--- src/design/anagram_window_match_counter_unit_macros.svh ---
// Assertion macros for the anagram window match counter.
// Used by the top level; expects clk and rst_n in scope.
`ifndef ANAGRAM_WINDOW_MATCH_COUNTER_UNIT_MACROS_SVH
`define ANAGRAM_WINDOW_MATCH_COUNTER_UNIT_MACROS_SVH

// Same-cycle implication, checked out of reset.
`define AWMC_ASSERT_NOW(label, ante, cons, msg) \
    label: assert property (@(posedge clk) disable iff (!rst_n) (ante) |-> (cons)) \
        else $error(msg);

// Next-cycle implication, checked out of reset.
`define AWMC_ASSERT_NEXT(label, ante, cons, msg) \
    label: assert property (@(posedge clk) disable iff (!rst_n) (ante) |=> (cons)) \
        else $error(msg);

`endif

--- src/design/awmc_pkg.sv ---
// Shared constants, types and helpers for the anagram window match counter.
// No dependencies; used by every module of the block.
`default_nettype none

package awmc_pkg;

    localparam int MAX_PATTERNS = 1024;
    localparam int WINDOW_LEN   = 8;
    localparam int PAT_LETTERS  = 8;
    localparam int LETTER_W     = 5;
    localparam int SIG_W        = PAT_LETTERS * LETTER_W;
    localparam int ADDR_W       = (MAX_PATTERNS > 1) ? $clog2(MAX_PATTERNS) : 1;
    localparam int CNT_W        = $clog2(MAX_PATTERNS + 1);
    localparam int FILL_W       = $clog2(WINDOW_LEN + 1);
    localparam int PASS_W       = $clog2(WINDOW_LEN);
    localparam int OUT_CNT_W    = 11;
    localparam int TOTAL_W      = 32;

    localparam logic [CNT_W-1:0]  CNT_MAX   = CNT_W'(MAX_PATTERNS);
    localparam logic [FILL_W-1:0] FILL_FULL = FILL_W'(WINDOW_LEN);
    localparam logic [PASS_W-1:0] LAST_PASS = PASS_W'(WINDOW_LEN - 1);

    typedef enum logic [1:0] {
        MODE_LOAD    = 2'd0,
        MODE_TEXT    = 2'd1,
        MODE_RESTART = 2'd2,
        MODE_CLEAR   = 2'd3
    } mode_t;

    typedef logic [WINDOW_LEN-1:0][LETTER_W-1:0] letters_t;

    typedef struct packed {
        logic              we;
        logic [ADDR_W-1:0] addr;
        logic [SIG_W-1:0]  data;
    } tbl_wr_t;

    typedef struct packed {
        logic             done;
        logic [CNT_W-1:0] hit_cnt;
    } scan_stat_t;

    function automatic logic [SIG_W-1:0] pack_sig(input letters_t a);
        logic [SIG_W-1:0] s;
        s = '0;
        for (int i = 0; i < WINDOW_LEN; i++)
        begin
            s[LETTER_W*i +: LETTER_W] = a[i];
        end
        return s;
    endfunction

    function automatic logic [CNT_W-1:0] addr_to_cnt(input logic [ADDR_W-1:0] a);
        return CNT_W'(a);
    endfunction

    function automatic logic [OUT_CNT_W-1:0] fit_cnt(input logic [CNT_W-1:0] v);
        return OUT_CNT_W'(v);
    endfunction

    function automatic logic [TOTAL_W-1:0] sat_add(input logic [TOTAL_W-1:0] t,
                                                  input logic [CNT_W-1:0] m);
        logic [TOTAL_W:0] s;
        s = {1'b0, t} + (TOTAL_W + 1)'(m);
        return s[TOTAL_W] ? {TOTAL_W{1'b1}} : s[TOTAL_W-1:0];
    endfunction

endpackage

`default_nettype wire

--- src/design/awmc_sorter.sv ---
// Iterative letter sorter: one odd-even transposition pass per cycle.
// Depends on awmc_pkg.
`default_nettype none

module awmc_sorter (
    input  wire logic                      clk,
    input  wire logic                      rst_n,
    input  wire logic                      start,
    input  wire awmc_pkg::letters_t        din,
    output logic                           done,
    output logic [awmc_pkg::SIG_W-1:0]     sig
);

    awmc_pkg::letters_t              arr_reg;
    awmc_pkg::letters_t              arr_next;
    logic [awmc_pkg::PASS_W-1:0]     pass_reg;
    logic                            busy_reg;
    logic                            done_reg;

    // Compare-exchange on disjoint adjacent pairs; phase picks even or odd pairs.
    always_comb
    begin
        arr_next = arr_reg;
        for (int i = 0; i < awmc_pkg::WINDOW_LEN - 1; i++)
        begin
            if ((((i % 2) == 1) == pass_reg[0]) && (arr_reg[i] > arr_reg[i+1]))
            begin
                arr_next[i]   = arr_reg[i+1];
                arr_next[i+1] = arr_reg[i];
            end
        end
    end

    always_ff @(posedge clk)
    begin
        if (start)
        begin
            arr_reg <= din;
        end
        else if (busy_reg)
        begin
            arr_reg <= arr_next;
        end
    end

    always_ff @(posedge clk or negedge rst_n)
    begin
        if (!rst_n)
        begin
            busy_reg <= 1'b0;
            done_reg <= 1'b0;
            pass_reg <= '0;
        end
        else
        begin
            // Pulse done for one cycle after the last pass.
            done_reg <= !start && busy_reg && (pass_reg == awmc_pkg::LAST_PASS);
            if (start)
            begin
                busy_reg <= 1'b1;
                pass_reg <= '0;
            end
            else if (busy_reg)
            begin
                if (pass_reg == awmc_pkg::LAST_PASS)
                begin
                    busy_reg <= 1'b0;
                end
                else
                begin
                    pass_reg <= pass_reg + 1'b1;
                end
            end
        end
    end

    assign done = done_reg;
    assign sig  = awmc_pkg::pack_sig(arr_reg);

endmodule

`default_nettype wire

--- config.mk ---
export PLATFORM = sky130hd
export DESIGN_NAME = awmc_sorter
export DESIGN_NICKNAME = d
export VERILOG_FILES = /design/src/design/anagram_window_match_counter_unit_macros.svh /design/src/design/awmc_pkg.sv /design/src/design/awmc_sorter.sv
export SDC_FILE = /design/constraint.sdc
export NUM_CORES = 1
export LEC_CHECK = 0
export BUFFER_PORTS_ARGS = -buffer_cell sky130_fd_sc_hd__buf_4
export CAP_MARGIN = 20
export CORE_MARGIN = 5
export CORE_UTILIZATION = 53
export CTS_BUF_LIST = sky130_fd_sc_hd__clkbuf_16
export DETAILED_ROUTE_END_ITERATION = 8
export PLACE_DENSITY = 0.93
export SYNTH_ARGS = -nofsm -noshare
export SYNTH_HDL_FRONTEND = slang
export SYNTH_SLANG_ARGS = --single-unit
--- constraint.sdc ---
create_clock -name clk -period 2.8 [get_ports clk]
set_input_delay 0.84 -clock clk [delete_from_list [all_inputs] [get_ports clk]]
set_output_delay 0.84 -clock clk [all_outputs]
set_load 0.05 [all_outputs]
==> results.md <==
* Max cap viols at 0
* Via/cell ratio at 6.00
* Crit Path Max Fanout at 8
* Peak VDD IR at around 0.68 mV
* WL final at 8.63 mm
* Arrival time worst endpoint at roughly 2.4 ns
* Area growth from synthesis to layout at 28.1%
* Worst r2r src: sig[14]
* Crit Reg-Reg Endpoint: sig[14]
* Vias in the first global route at 2702
* Input/output buffers at 83
* Worst endpoint required time at 2.85 ns
* Pwr Total at 5.43 mW
* Initial Utilization at 0.551
* Relative slew slack at 0.391
* Worst-path clk slew at 0.07 ns
* Tcrit/Tclk final at 0.849
* CP cell instances: inv_1, ha_1, a21oi_1, o21ai_1, o221ai_2, nor2_1, a221o_1
* Synth unique cells at 35
* Setup TNS at 0 ns
* Slowest stage cell on the critical path: o221ai_2
* WP buf/inv at 1
* Crit. End Element: register
* Avg Cell Area, Syn at 10.2 um^2
* Worst-Skew Late Latency at roughly 0.30 ns
* WS Path Type: register to register
* Gpl congestion at 0.889
* Die X-Extent at ~86 um
* Synth Net Count at roughly 380
* Initial antenna violation count at 0
* Syn. warnings at 0
* DP Wirelength at 6.52 mm
* Core area at 5540 um^2
* Reg2reg path depth at 7
* Setup violators final at 0
* Postcts setup bufs at 0
* Area of the mapped netlist at a little over 3000 um^2
* DR iter-0 viols at 293
* Via count at approximately 2800
* Final min period at approximately 2.4 ns
* Kind of cell adding the most delay to the critical path: compound AO/OA/AOI/OAI gates
* Clock tree buffer depth at 2
* H-tree depth at 2
* Layout cells sized above 1 at 0.273
* Final hold viol count at 0
* DRC at 0
* #FFs+latches synth at 45
* Routed len/inst at roughly 19 um
* Max FFs per register at 40
* Slew @ Worst Pin at between 0.8 and 0.9 ns
* Clk_skew at 0.0125 ns
* # clock sinks at 45
* ANT cells at 0
* Antenna viol nets, final at 0
* Static Leak at 1.91 nW
* Final Slew Violations at 0
* Power Density at 1390 nW/um^2
* Largest net degree at the start of global routing at 46
* First-pass GRT wire length at about 14 mm
* Fill count at roughly 400
* CP startpoint: sig[14]
* CTS tree: yes
* RSZ-0062 raised after global routing: false
* Die area at 7380 um^2
* Nets at 467
* Sequential area share after synthesis at 0.434
* Mapped Cells at 301
* CP max stage delay at 0.47 ns
* Post-CTS sizing at 0
* Grt total ovfl at 0
* Cts hold-fix bufs at 0
* First-pass DRT Iterations at 5
* Number of CTS-inserted buffers at 5
* Startpoint Class: register
* Outcome: finished, final reports clean
* # rows at 27
* Tot GR Track Use at 0.239
* R2r setup slk at 0.42 ns
* Hold Crit Class: primary input to async pin
* CTS root buf: clkbuf_16
* Die Ht at around 86 um
* Boundary Pins at 84
* F_max at between 400 and 500 MHz
-- final cells by class --
class                   instances  area [um^2]  area share
multi-input cells             199         1510       0.385
flip-flops and latches         45         1330       0.339
repair buffers                 91          683       0.174
inverters                      45          169      0.0431
clock buffers                   5          125      0.0320
well taps                      72         90.1      0.0230
clock inverters                 3         15.0     0.00384
-- placed cells by master (no fill, tap or decap), types with 2 or more instances in the layout --
cell / Yosys / routed
edfxtp_1: 40 / 40
buf_4: 0 / 91
mux2i_1: 5 / 5
nand3_1: 7 / 7
a21o_1: 7 / 7
o21ai_1: 2 / 2
inv_1: 45 / 46
a221o_1: 20 / 20
a22o_2: 5 / 5
and2_1: 10 / 10
o221ai_1: 7 / 7
nand4_1: 4 / 4
ha_1: 37 / 37
nand2_1: 21 / 21
a21oi_1: 16 / 16
nor2_1: 28 / 28
and3_1: 3 / 3
o21ai_0: 8 / 8
clkbuf_16: 0 / 5
o21a_1: 5 / 5
dfrtp_1: 5 / 5
-- metal layers --
metal / GRT usage / vias to the layer above / wire length [um] / part of all wire
met5: 0 / - / 0 / 0
met4: 0.106 / 0 / 306 / 0.035
met3: 0.0451 / 26 / 603 / 0.070
met2: 0.399 / 137 / 4290 / 0.50
met1: 0.298 / 1318 / 3430 / 0.40
li1: - / 1279 / - / -
-- cell usage after synthesis --
cell type / count / area [um^2]
inv_1: 45 / 169
edfxtp_1: 40 / 1200
ha_1: 37 / 463
nor2_1: 28 / 105
nand2_1: 21 / 78.8
a221o_1: 20 / 200
a21oi_1: 16 / 80.1
and2_1: 10 / 62.6
o21ai_0: 8 / 40.0
a21o_1: 7 / 52.6
buf_2: 7 / 35.0
nand3_1: 7 / 35.0
o221ai_1: 7 / 61.3
a22o_2: 5 / 50.1
clkbuf_1: 5 / 18.8
dfrtp_1: 5 / 125
mux2i_1: 5 / 50.1
o21a_1: 5 / 37.5
nand4_1: 4 / 25.0
and3_1: 3 / 18.8
o21ai_1: 2 / 10.0
a211o_1: 1 / 8.76
a211oi_2: 1 / 12.5
a221oi_1: 1 / 8.76
a31oi_1: 1 / 6.26
and4_1: 1 / 8.76
nor2b_1: 1 / 6.26
nor3_2: 1 / 10.0
nor4_4: 1 / 21.3
o211ai_1: 1 / 7.51
o221ai_2: 1 / 15.0
o311ai_0: 1 / 8.76
o31ai_1: 1 / 7.51
or3_1: 1 / 6.26
xnor2_1: 1 / 8.76
-- how the worst max path moves through the flow --
stage                    to  slack [ns]  cells past startpoint
floorplan           sig[30]        0.28                      6
global placement    sig[34]        0.38                      5
detailed placement  sig[33]        0.18                      5
CTS                 sig[31]        0.09                      5
global route        sig[14]        0.31                      7
finish              sig[14]        0.42                      7
-- report_power, final --
part / internal, mW / switching (mW) / total (mW)
clock network: 0.325 / 0.252 / 0.577
logic: 1.15 / 2.19 / 3.34
registers: 1.16 / 0.360 / 1.52
-- worst reg2reg max path, cell delays in order, from the launching register on --
cell and delay (ns):
edfxtp_1 0.45, inv_1 0.07, ha_1 0.32, a21oi_1 0.16, o21ai_1 0.10, o221ai_2 0.47
nor2_1 0.22, a221o_1 0.34
-- through the flow --
step	hold slack (ns)	setup slack [ns]	area, um^2	util	instances
after floorplan	0.443	0.282	3060	-	301
after global placement	0.456	0.379	3770	0.681	452
after detailed placement	0.466	0.180	3770	0.681	452
after CTS	0.339	0.0864	3920	0.707	460
after global routing	0.336	0.312	3920	0.707	460
final	0.331	0.423	3920	0.707	460
-- logic make-up after synthesis --
logic type | share of synthesized area
AO/OA/AOI/OAI | 0.199
AND/OR/NAND/NOR | 0.124
buffers and inverters | 0.0729
flip-flops | 0.434
adder cells (fa/ha/maj) | 0.152
multiplexers | 0.0164
XOR/XNOR | 0.00287
Power figures use the tool's default switching activity.
